--- src/hw/rtl/udpd_pkg.sv ---
// udpd_pkg: shared types and codes for the udp port demultiplexer
// used by the channel interfaces and by udp_port_demux_core

package udpd_pkg;

   // default size of the port table
   localparam int unsigned SLOTS_DEFAULT = 8;

   // request commands
   localparam logic [1:0] CMD_DATAGRAM   = 2'd0;
   localparam logic [1:0] CMD_REGISTER   = 2'd1;
   localparam logic [1:0] CMD_UNREGISTER = 2'd2;

   // response kinds
   localparam logic [1:0] KIND_PAYLOAD    = 2'd0;
   localparam logic [1:0] KIND_EMPTY      = 2'd1;
   localparam logic [1:0] KIND_REGISTERED = 2'd2;
   localparam logic [1:0] KIND_FULL       = 2'd3;

   // udp header length in bytes
   localparam logic [15:0] UDP_HDR_BYTES = 16'd8;

   typedef struct packed {
      logic [1:0]  command;
      logic [7:0]  data_byte;
      logic [15:0] datagram_len;
      logic        last_byte;
      logic [31:0] sender_ip;
      logic [15:0] port_value;
      logic [7:0]  handler_tag;
   } req_payload_type;

   typedef struct packed {
      logic [1:0]  kind;
      logic [7:0]  payload_byte;
      logic [7:0]  target_tag;
      logic [15:0] origin_port;
      logic [31:0] origin_ip;
      logic        end_of_payload;
   } rsp_payload_type;

endpackage

--- src/hw/rtl/udpd_req_if.sv ---
// udpd_req_if: request channel of the udp port demultiplexer
// depends on udpd_pkg for the payload type

interface udpd_req_if;
   logic                      valid;
   logic                      ready;
   udpd_pkg::req_payload_type payload;

   modport source (output valid, output payload, input ready);
   modport sink (input valid, input payload, output ready);
endinterface

--- src/hw/rtl/udpd_rsp_if.sv ---
// udpd_rsp_if: response channel of the udp port demultiplexer
// depends on udpd_pkg for the payload type

interface udpd_rsp_if;
   logic                      valid;
   logic                      ready;
   udpd_pkg::rsp_payload_type payload;

   modport source (output valid, output payload, input ready);
   modport sink (input valid, input payload, output ready);
endinterface

--- src/hw/rtl/udp_port_demux_core.sv ---
// udp_port_demux_core: receive-side udp port demultiplexer with a port table
// depends on udpd_pkg, udpd_req_if and udpd_rsp_if

// Each request is either one byte of a udp datagram (header first) or a
// register / unregister command on a table of SLOTS port-to-tag entries.
// Every request is handled by logic between the request handshake and a single
// response register: the table compare, header parse and byte delivery are all
// done in that logic, so one request is taken per clock as long as the
// response register is empty or being drained in the same cycle. The table
// lookup for a datagram happens once, on the eighth header byte, as a
// parallel compare over all slots; payload bytes then stream out tagged with
// the matched slot's current tag. Short or malformed datagrams, unmatched
// ports and bytes past the udp length produce no response. No clearing pass
// is needed after reset: empty slots are marked by a zero tag.

module udp_port_demux_core #(
   parameter int unsigned SLOTS = udpd_pkg::SLOTS_DEFAULT
) (
   input logic         clock,
   input logic         reset,
   udpd_req_if.sink    req_ch,
   udpd_rsp_if.source  rsp_ch
);

   localparam int unsigned SLOT_W = (SLOTS > 1) ? $clog2(SLOTS) : 1;

   // port table, a zero tag marks an empty slot
   logic [15:0] slot_port_ff [SLOTS];
   logic [15:0] slot_port_in [SLOTS];
   logic [7:0]  slot_tag_ff  [SLOTS];
   logic [7:0]  slot_tag_in  [SLOTS];

   // datagram parse state
   logic [15:0]       byte_position_ff, byte_position_in;
   logic [15:0]       hdr_src_port_ff, hdr_src_port_in;
   logic [15:0]       hdr_dst_port_ff, hdr_dst_port_in;
   logic [15:0]       hdr_udp_len_ff, hdr_udp_len_in;
   logic [SLOT_W-1:0] matched_slot_ff, matched_slot_in;
   logic              delivering_ff, delivering_in;

   // response register
   logic                      rsp_valid_ff;
   udpd_pkg::rsp_payload_type rsp_data_ff, rsp_data_in;
   logic                      rsp_load;

   udpd_pkg::req_payload_type req;
   logic                      accept;

   // slot searches
   logic              reg_hit, unreg_hit, match_hit;
   logic [SLOT_W-1:0] reg_idx, unreg_idx, match_idx;
   logic              len_ok;
   logic              eop;

   assign req = req_ch.payload;

   // take a request whenever the response register is free or draining
   assign req_ch.ready = !rsp_valid_ff || rsp_ch.ready;
   assign accept       = req_ch.valid && req_ch.ready;

   assign rsp_ch.valid   = rsp_valid_ff;
   assign rsp_ch.payload = rsp_data_ff;

   // first-slot priority searches, scanned high to low so the lowest wins
   always_comb begin
      reg_hit   = 1'b0;
      reg_idx   = '0;
      unreg_hit = 1'b0;
      unreg_idx = '0;
      match_hit = 1'b0;
      match_idx = '0;
      for (int i = SLOTS - 1; i >= 0; i--) begin
         // register: empty slot or one already holding that port
         if (slot_tag_ff[i] == 8'd0 || slot_port_ff[i] == req.port_value) begin
            reg_hit = 1'b1;
            reg_idx = SLOT_W'(i);
         end
         // unregister: valid slot holding that port
         if (slot_tag_ff[i] != 8'd0 && slot_port_ff[i] == req.port_value) begin
            unreg_hit = 1'b1;
            unreg_idx = SLOT_W'(i);
         end
         // datagram lookup on the parsed destination port
         if (slot_tag_ff[i] != 8'd0 && slot_port_ff[i] == hdr_dst_port_ff) begin
            match_hit = 1'b1;
            match_idx = SLOT_W'(i);
         end
      end
   end

   // length check done with the eighth header byte
   assign len_ok = (req.datagram_len >= udpd_pkg::UDP_HDR_BYTES)
                && (hdr_udp_len_ff >= udpd_pkg::UDP_HDR_BYTES)
                && (hdr_udp_len_ff <= req.datagram_len);

   // last payload byte: either the udp length is reached or the datagram ends
   assign eop = req.last_byte || (byte_position_ff == hdr_udp_len_ff - 16'd1);

   always_comb begin
      slot_port_in     = slot_port_ff;
      slot_tag_in      = slot_tag_ff;
      byte_position_in = byte_position_ff;
      hdr_src_port_in  = hdr_src_port_ff;
      hdr_dst_port_in  = hdr_dst_port_ff;
      hdr_udp_len_in   = hdr_udp_len_ff;
      matched_slot_in  = matched_slot_ff;
      delivering_in    = delivering_ff;
      rsp_load         = 1'b0;
      rsp_data_in      = '0;

      if (accept) begin
         case (req.command)
            udpd_pkg::CMD_REGISTER: begin
               rsp_load                = 1'b1;
               rsp_data_in.target_tag  = req.handler_tag;
               rsp_data_in.origin_port = req.port_value;
               if (reg_hit) begin
                  slot_port_in[reg_idx] = req.port_value;
                  slot_tag_in[reg_idx]  = req.handler_tag;
                  rsp_data_in.kind      = udpd_pkg::KIND_REGISTERED;
               end else begin
                  rsp_data_in.kind = udpd_pkg::KIND_FULL;
               end
            end
            udpd_pkg::CMD_UNREGISTER: begin
               // clearing the tag empties the slot, its port no longer matters
               if (unreg_hit) begin
                  slot_tag_in[unreg_idx] = 8'd0;
               end
            end
            udpd_pkg::CMD_DATAGRAM: begin
               case (byte_position_ff)
                  // big-endian header fields
                  16'd0: hdr_src_port_in = {req.data_byte, 8'h00};
                  16'd1: hdr_src_port_in = {hdr_src_port_ff[15:8], req.data_byte};
                  16'd2: hdr_dst_port_in = {req.data_byte, 8'h00};
                  16'd3: hdr_dst_port_in = {hdr_dst_port_ff[15:8], req.data_byte};
                  16'd4: hdr_udp_len_in  = {req.data_byte, 8'h00};
                  16'd5: hdr_udp_len_in  = {hdr_udp_len_ff[15:8], req.data_byte};
                  // checksum high byte ignored
                  16'd6: ;
                  // checksum low byte: validate and look up the port
                  16'd7: begin
                     delivering_in = 1'b0;
                     if (len_ok && match_hit) begin
                        matched_slot_in = match_idx;
                        if (hdr_udp_len_ff == udpd_pkg::UDP_HDR_BYTES) begin
                           // header only, report an empty delivery
                           rsp_load                   = 1'b1;
                           rsp_data_in.kind           = udpd_pkg::KIND_EMPTY;
                           rsp_data_in.target_tag     = slot_tag_ff[match_idx];
                           rsp_data_in.origin_port    = hdr_src_port_ff;
                           rsp_data_in.origin_ip      = req.sender_ip;
                           rsp_data_in.end_of_payload = 1'b1;
                        end else begin
                           delivering_in = 1'b1;
                        end
                     end
                  end
                  // payload bytes, trailing bytes past the udp length dropped
                  default: begin
                     if (delivering_ff && byte_position_ff < hdr_udp_len_ff) begin
                        rsp_load                   = 1'b1;
                        rsp_data_in.kind           = udpd_pkg::KIND_PAYLOAD;
                        rsp_data_in.payload_byte   = req.data_byte;
                        rsp_data_in.target_tag     = slot_tag_ff[matched_slot_ff];
                        rsp_data_in.origin_port    = hdr_src_port_ff;
                        rsp_data_in.origin_ip      = req.sender_ip;
                        rsp_data_in.end_of_payload = eop;
                        if (eop) begin
                           delivering_in = 1'b0;
                        end
                     end
                  end
               endcase

               // position tracking, saturating on very long streams
               if (req.last_byte) begin
                  byte_position_in = 16'd0;
                  delivering_in    = 1'b0;
               end else if (byte_position_ff != 16'hFFFF) begin
                  byte_position_in = byte_position_ff + 16'd1;
               end
            end
            default: ;
         endcase
      end
   end

   // control state
   always_ff @(posedge clock) begin
      if (reset) begin
         byte_position_ff <= 16'd0;
         delivering_ff    <= 1'b0;
         rsp_valid_ff     <= 1'b0;
         for (int i = 0; i < SLOTS; i++) begin
            slot_tag_ff[i] <= 8'd0;
         end
      end else begin
         byte_position_ff <= byte_position_in;
         delivering_ff    <= delivering_in;
         slot_tag_ff      <= slot_tag_in;
         if (!rsp_valid_ff || rsp_ch.ready) begin
            rsp_valid_ff <= rsp_load;
         end
      end
   end

   // payload registers, only read after being written
   always_ff @(posedge clock) begin
      slot_port_ff    <= slot_port_in;
      hdr_src_port_ff <= hdr_src_port_in;
      hdr_dst_port_ff <= hdr_dst_port_in;
      hdr_udp_len_ff  <= hdr_udp_len_in;
      matched_slot_ff <= matched_slot_in;
      if (rsp_load) begin
         rsp_data_ff <= rsp_data_in;
      end
   end

endmodule
--- src/flat_wrapper.sv ---
// flat-port wrapper written by rule: the top's interface ports become plain ports
module udp_port_demux_core_flat 
#(
   parameter int unsigned SLOTS = udpd_pkg::SLOTS_DEFAULT
)
  (clock, reset, req_ch_valid, req_ch_payload, req_ch_ready, rsp_ch_valid, rsp_ch_payload, rsp_ch_ready);
  udpd_req_if req_ch_i ();
  udpd_rsp_if rsp_ch_i ();
  input logic clock;
  input logic reset;
  input wire logic [$bits(req_ch_i.valid)-1:0] req_ch_valid;
  input wire logic [$bits(req_ch_i.payload)-1:0] req_ch_payload;
  output wire logic [$bits(req_ch_i.ready)-1:0] req_ch_ready;
  output wire logic [$bits(rsp_ch_i.valid)-1:0] rsp_ch_valid;
  output wire logic [$bits(rsp_ch_i.payload)-1:0] rsp_ch_payload;
  input wire logic [$bits(rsp_ch_i.ready)-1:0] rsp_ch_ready;
  assign req_ch_i.valid = req_ch_valid;
  assign req_ch_i.payload = req_ch_payload;
  assign req_ch_ready = req_ch_i.ready;
  assign rsp_ch_valid = rsp_ch_i.valid;
  assign rsp_ch_payload = rsp_ch_i.payload;
  assign rsp_ch_i.ready = rsp_ch_ready;
  udp_port_demux_core #(.SLOTS(SLOTS)) u_core (.clock(clock), .reset(reset), .req_ch(req_ch_i), .rsp_ch(rsp_ch_i));
endmodule
--- config.mk ---
export PLATFORM = sky130hd
export DESIGN_NAME = udp_port_demux_core_flat
export DESIGN_NICKNAME = d
export VERILOG_FILES = /design/src/hw/rtl/udpd_pkg.sv /design/src/hw/rtl/udpd_req_if.sv /design/src/hw/rtl/udpd_rsp_if.sv /design/src/hw/rtl/udp_port_demux_core.sv /design/src/flat_wrapper.sv
export SDC_FILE = /design/constraint.sdc
export NUM_CORES = 1
export LEC_CHECK = 0
export CAP_MARGIN = 30
export CORE_MARGIN = 4
export CORE_UTILIZATION = 65
export DETAILED_ROUTE_END_ITERATION = 6
export DONT_BUFFER_PORTS = 1
export PLACE_DENSITY = 0.81
export SLEW_MARGIN = 5
export SYNTH_ARGS = -nofsm -noshare
export SYNTH_HDL_FRONTEND = slang
export SYNTH_SLANG_ARGS = --single-unit
--- constraint.sdc ---
create_clock -name clock -period 10.3 [get_ports clock]
set_input_delay 2.06 -clock clock [delete_from_list [all_inputs] [get_ports clock]]
set_output_delay 2.06 -clock clock [all_outputs]
set_load 0.01 [all_outputs]
Word-level counts from Yosys, hierarchy flattened. Cells that the tools add are included.

Bits in registers: 328. Input bits: 87. Output and inout bits: 69. Logic and storage cells: 252.

Add/sub/neg operators: 2. Order comparisons: 10. Eq/ne operators: 31. Mux-type cells: 92. Bitwise operators: 12. Reduce and logical (&&, ||, !) cells: 73.

Operators by type and width (number): $eq 16x16->1 (17); $mux 57 (3); $bwmux 128 (1); $mux 64 (2); $pmux 64 s2 (1); $pmux 57 s2 (1); $pmux 16 s2 (3); $mux 3 (24); $and 64x64->64 (1); $bwmux 64 (1); $eq 16x3->1 const B (4); $logic_not 8->1 (8); $not 64->64 (1); $reduce_bool 8->1 (8); $bmux 8 s3 (2); $demux 16 s3 (1); $demux 8 s3 (2); $mux 16 (3); $mux 8 (6); $pmux 24 s2 (1); $mux 1 (35); $eq 16x2->1 const B (2); $ge 16x4->1 const B (2); $logic_and 1x1->1 (23); other kinds (29) (68).

Depth between registers and ports, before layout.
Depth in word-level cells: 19. Mapped depth: 13. Gate-level depth less buffers: 11.

Worst setup path before layout. No wires, ideal clock.

Path kind: in2reg. Start: input port req_ch_payload[62]. End: register u_core.rsp_data_ff, in the netlist u_core.rsp_ch.payload[0], enable pin. Setup time: 0.421 ns. Arrival: 5.118 ns. Required time: 9.879 ns. Path slack: 4.760 ns. Stages on the path: 11. Buffers on the path: 1. Cell sequence: inv_1 > ha_1 > a21o_1 > a211oi_1 > a21oi_1 > o31a_1 > a2111oi_4 > a21o_4 > buf_6 > a21oi_1 > inv_1.

Cells in the longest elaborated chain, start to end: 8. Elaborated cells on any way between the ends: 9.

Ends and longest elaborated chain: start: declaration (RTL line flat_wrapper.sv:12) `input wire logic [$bits(req_ch_i.payload)-1:0] req_ch_payload;`; $ge 16x4->1 (RTL line udp_port_demux_core.sv:92) `assign len_ok = (req.datagram_len >= udpd_pkg::UDP_HDR_BYTES)`; $logic_and 1x1->1 (RTL line udp_port_demux_core.sv:93) `&& (hdr_udp_len_ff >= udpd_pkg::UDP_HDR_BYTES)`; $logic_and 1x1->1 (*) (RTL line udp_port_demux_core.sv:94) `&& (hdr_udp_len_ff <= req.datagram_len);`; $logic_and 1x1->1 (*) (RTL line udp_port_demux_core.sv:145) `if (len_ok && match_hit) begin`; $mux 1 (*) (RTL line udp_port_demux_core.sv:145); $pmux 1 s2 (*) (RTL line udp_port_demux_core.sv:132) `case (byte_position_ff)`; $pmux 1 s2 (*) (RTL line udp_port_demux_core.sv:112) `case (req.command)`; $mux 1 (*) (RTL line udp_port_demux_core.sv:111) `if (accept) begin`; net u_core.rsp_load (RTL line udp_port_demux_core.sv:44) `logic rsp_load;`; end signal: assignment (RTL line udp_port_demux_core.sv:217) `rsp_data_ff <= rsp_data_in;`; end: declaration (RTL line udp_port_demux_core.sv:43) `udpd_pkg::rsp_payload_type rsp_data_ff, rsp_data_in;`.

Mark *: on every way through the listed nets, which the timed path passes. The rest lies on a longest branch. A chain may end at the register's enable or synchronous reset.

Worst setup path in the final report.
Start: input port req_ch_payload[62]. End: register u_core.rsp_data_ff, in the netlist u_core.rsp_ch.payload[2], enable pin.

The elaborated chain is that of the path after synthesis.

==> qor.txt <==
========================================================================================================
Status                                                                                      finished clean
Slew headroom                                                                                     28.99%
Via count of the first global-routing pass                                                         13720
Clock tree from TritonCTS                                                                            yes
Setup crit start kind                                                                         input port
Most instantiated flip-flop cell in the synthesis netlist                                       edfxtp_1
Placed wire-length estimate after detailed placement                                            36.46 mm
Crit path capture type                                                                          register
Drt pass-1 iters                                                                                       6
DRC violation total after the first TritonRoute iteration                                           1579
Later-pin clock latency in the skew report                                                       0.53 ns
Final cell count without fillers                                                                    2032
Total number of clock tree sinks                                                                     328
Max FO, Critical Path                                                                                 50
Post-layout net count                                                                               1756
Placed insts                                                                                        1967
Count of final setup violators                                                                         0
Clock root cell                                                                                clkbuf_16
Total number of vias                                                                               14020
Count of buffers from port buffering                                                                   0
Proportion of synthesized flip-flops having asynchronous set or reset                                 0%
Max Freq                                                                                      0.1947 GHz
Synth Instances                                                                                     1658
Worst hold path class                                                                            reg2reg
Maximum root-to-sink buffer count                                                                      3
Total clock buffers created by CTS                                                                    35
Clock skew after layout                                                                       0.01999 ns
Final count of hold timing violations                                                                  0
Leakage                                                                                         6.870 nW
Crit Path Class                                                                                   in2reg
Slowest stage cell on the critical path                                                            buf_4
Filler cells                                                                                        1986
Total power per unit cell area                                                              139.8 nW/um2
Largest vdd supply drop                                                                        0.1453 mV
Worst hold margin                                                                              0.5009 ns
Family with the most delay on the worst path                                                compound AO/OA/AOI/OAI gates
RSZ-0062 raised after global routing                                                                  no
Number of gates given a new drive strength after cts                                                   0
Minimum setup slack in the final design                                                         5.164 ns
Starting utilization of the core area                                                             66.69%
Cell mode on critical path                                                                       a21oi_1
Proportion of netlist area held by the largest area contributor                                   39.33%
Number of synthesis warnings                                                                           0
Area growth from synthesis to layout                                                              6.595%
Final estimated routing congestion in global placement                                            0.9834
Wire length of the first global-routing pass                                                    79.14 mm
Most common library cell in the layout ignoring fill and taps                                   edfxtp_1
Area of the core region                                                                        28160 um2
Number of ports placed on the die boundary                                                           156
Post-detailed-route count of antenna-violating nets                                                    0
Ratio of cells with drive above 1 in the final layout                                             8.646%
Post-CTS clock slew at the launch and capture registers of the worst setup and hold paths        0.06 ns
Ordered cell list for the critical path                                                     inv_1, ha_1, a21o_1, a211oi_1, a21oi_1, o31a_1, a2111oi_4, a21o_4, a21oi_1, inv_2, buf_4
Gr usage total                                                                                    32.29%
Endpoint required time on the critical path                                                     10.45 ns
Pin slew with the least headroom to its limit                                                   1.061 ns
Site row count                                                                                        61
Final worst path period need                                                                    5.136 ns
Number of synthesized flops with an enable pin                                                       246
Post-placement setup slack                                                                      4.681 ns
Detailed-route DRC error count                                                                         0
Ratio of routed vias to standard cells                                                             6.898
Max stage delay on crit path                                                                     0.55 ns
Total Neg Setup Slack                                                                               0 ns
Max-cap violations                                                                                     0
Commonest cells after routing, fill and taps aside                                          edfxtp_1 (246), xnor2_1 (174), xor2_1 (110), dfxtp_1 (82), nor2_1 (81)
Total wire length after detailed routing                                                        52.17 mm
Maximum number of pins on one net before global-route repair                                          51
Post-Syn Nets                                                                                       1786
Final worst-path cycle share                                                                      49.86%
H-tree Lvls                                                                                            2
Post-layout total power                                                                         2.798 mW
Synth cell types                                                                                      88
Post-synthesis cell type with the largest combined area                                         edfxtp_1
Die height                                                                                      178.0 um
Mean instance size in the synthesized netlist                                                  11.33 um2
Synthesis-stage register bit count                                                                   328
Die Footprint                                                                                  31680 um2
CP bufs+invs                                                                                           3
Routed WL per cell                                                                              25.67 um
Global-route congestion overflow total                                                                 0
Leading post-synthesis cells by cell area                                                   edfxtp_1 (39%), dfxtp_1 (8.7%), xnor2_1 (8.1%)
Initial antenna violation count                                                                        0
Setup fix buffers added after clock tree synthesis                                                     0
Cell area after synthesis                                                                      18780 um2
Floorplan die width                                                                             178.0 um
Proportion of synthesized chip area in sequential cells                                           48.07%
Data arrival time of the critical path                                                           5.29 ns
Antenna diode count                                                                                    0
CTS Hold Buffers Added                                                                                 0
Fin. max-slew vios                                                                                     0
========================================================================================================
-- where the power goes --
part	switching, mW	internal, mW	total (mW)
sequential	0.0151	1.44	1.45
clock	0.519	0.675	1.19
combinational	0.0951	0.0590	0.154
total	0.629	2.17	2.80
-- cell usage after synthesis, drive strengths merged (16+ instances only) --
cell       n
ha        41
inv       70
mux4      16
edfxtp   246
o21ai     24
xnor2    174
nor2b     26
nor4      62
nor2      84
a32oi     16
nand4     74
clkbuf    37
a21oi     39
dfxtp     82
o2bb2ai   40
and2      53
nand2     78
nand3     21
o41ai     26
a22o      24
and3      51
buf       49
nor3      23
xor2     110
a311oi    18
-- final timing paths --
kind	start	end	slack [ns]	depth (start not counted)
setup / recovery	req_ch_payload[62]	u_core.rsp_ch.payload[2]	5.16	11
hold / removal	u_core.slot_tag_ff[7]	u_core.slot_tag_ff[7]	0.50	2
setup reg to reg	u_core.hdr_dst_port_ff[9]	u_core.rsp_ch.payload[2]	5.29	11
hold reg to reg	u_core.slot_tag_ff[7]	u_core.slot_tag_ff[7]	0.50	2
-- per-stage QoR --
stage | utilization [%] | cell area, um2
floorplan | - | 18780
global placement | 66.90 | 18840
detailed placement | 67.09 | 18900
CTS | 70.98 | 19990
global route | 71.09 | 20020
finish | 71.09 | 20020
-- kinds of logic (layout without fill, tap and decap cells) --
family          after synthesis  in the layout  share of synthesized area, %
xor+xnor                    284            284                         13.24
mux                          39             39                         3.198
simple gates                550            550                         17.65
flops                       328            328                         48.07
compound gates              259            259                         11.00
fa+ha+maj                    41             41                         2.731
buf+inv                     157            153                         4.110
-- layout make-up --
type / count / area, um2 / share of cell area (%)
Clock buffer: 42 / 922.1 / 4.606
Clock inverter: 21 / 172.7 / 0.8624
Multi-Input combinational cell: 1173 / 8999 / 44.95
Sequential cell: 328 / 9029 / 45.10
Tap cell: 378 / 473.0 / 2.362
Inverter: 71 / 266.5 / 1.331
Timing Repair Buffer: 19 / 158.9 / 0.7937
-- worst min-delay path, stage by stage (launching register included) --
cell,delay [ns]
dfxtp_1,0.33
inv_1,0.06
o41ai_1,0.06
-- sequential cells by signal, indices dropped and copies added (netlist names) --
| signal | flops |
|---|---|
| u_core.rsp_ch.valid | 1 |
| u_core.slot_tag_ff | 64 |
| u_core.hdr_dst_port_ff | 16 |
| u_core.rsp_ch.payload | 67 |
| u_core.hdr_src_port_ff | 16 |
| u_core.byte_position_ff | 16 |
| u_core.matched_slot_ff | 3 |
| u_core.slot_port_ff | 128 |
| u_core.delivering_ff | 1 |
| u_core.hdr_udp_len_ff | 16 |
-- metal layers --
| metal | vias to the layer above | GRT usage [%] | wire length (um) |
|---|---|---|---|
| met1 | 6772 | 41.79 | 19700 |
| met2 | 887 | 54.11 | 24710 |
| met4 | 0 | 13.57 | 2490 |
| met3 | 185 | 5.426 | 5259 |
| li1 | 6173 | - | - |
| met5 | - | 0 | 0 |
Power figures use the tool's default switching activity.
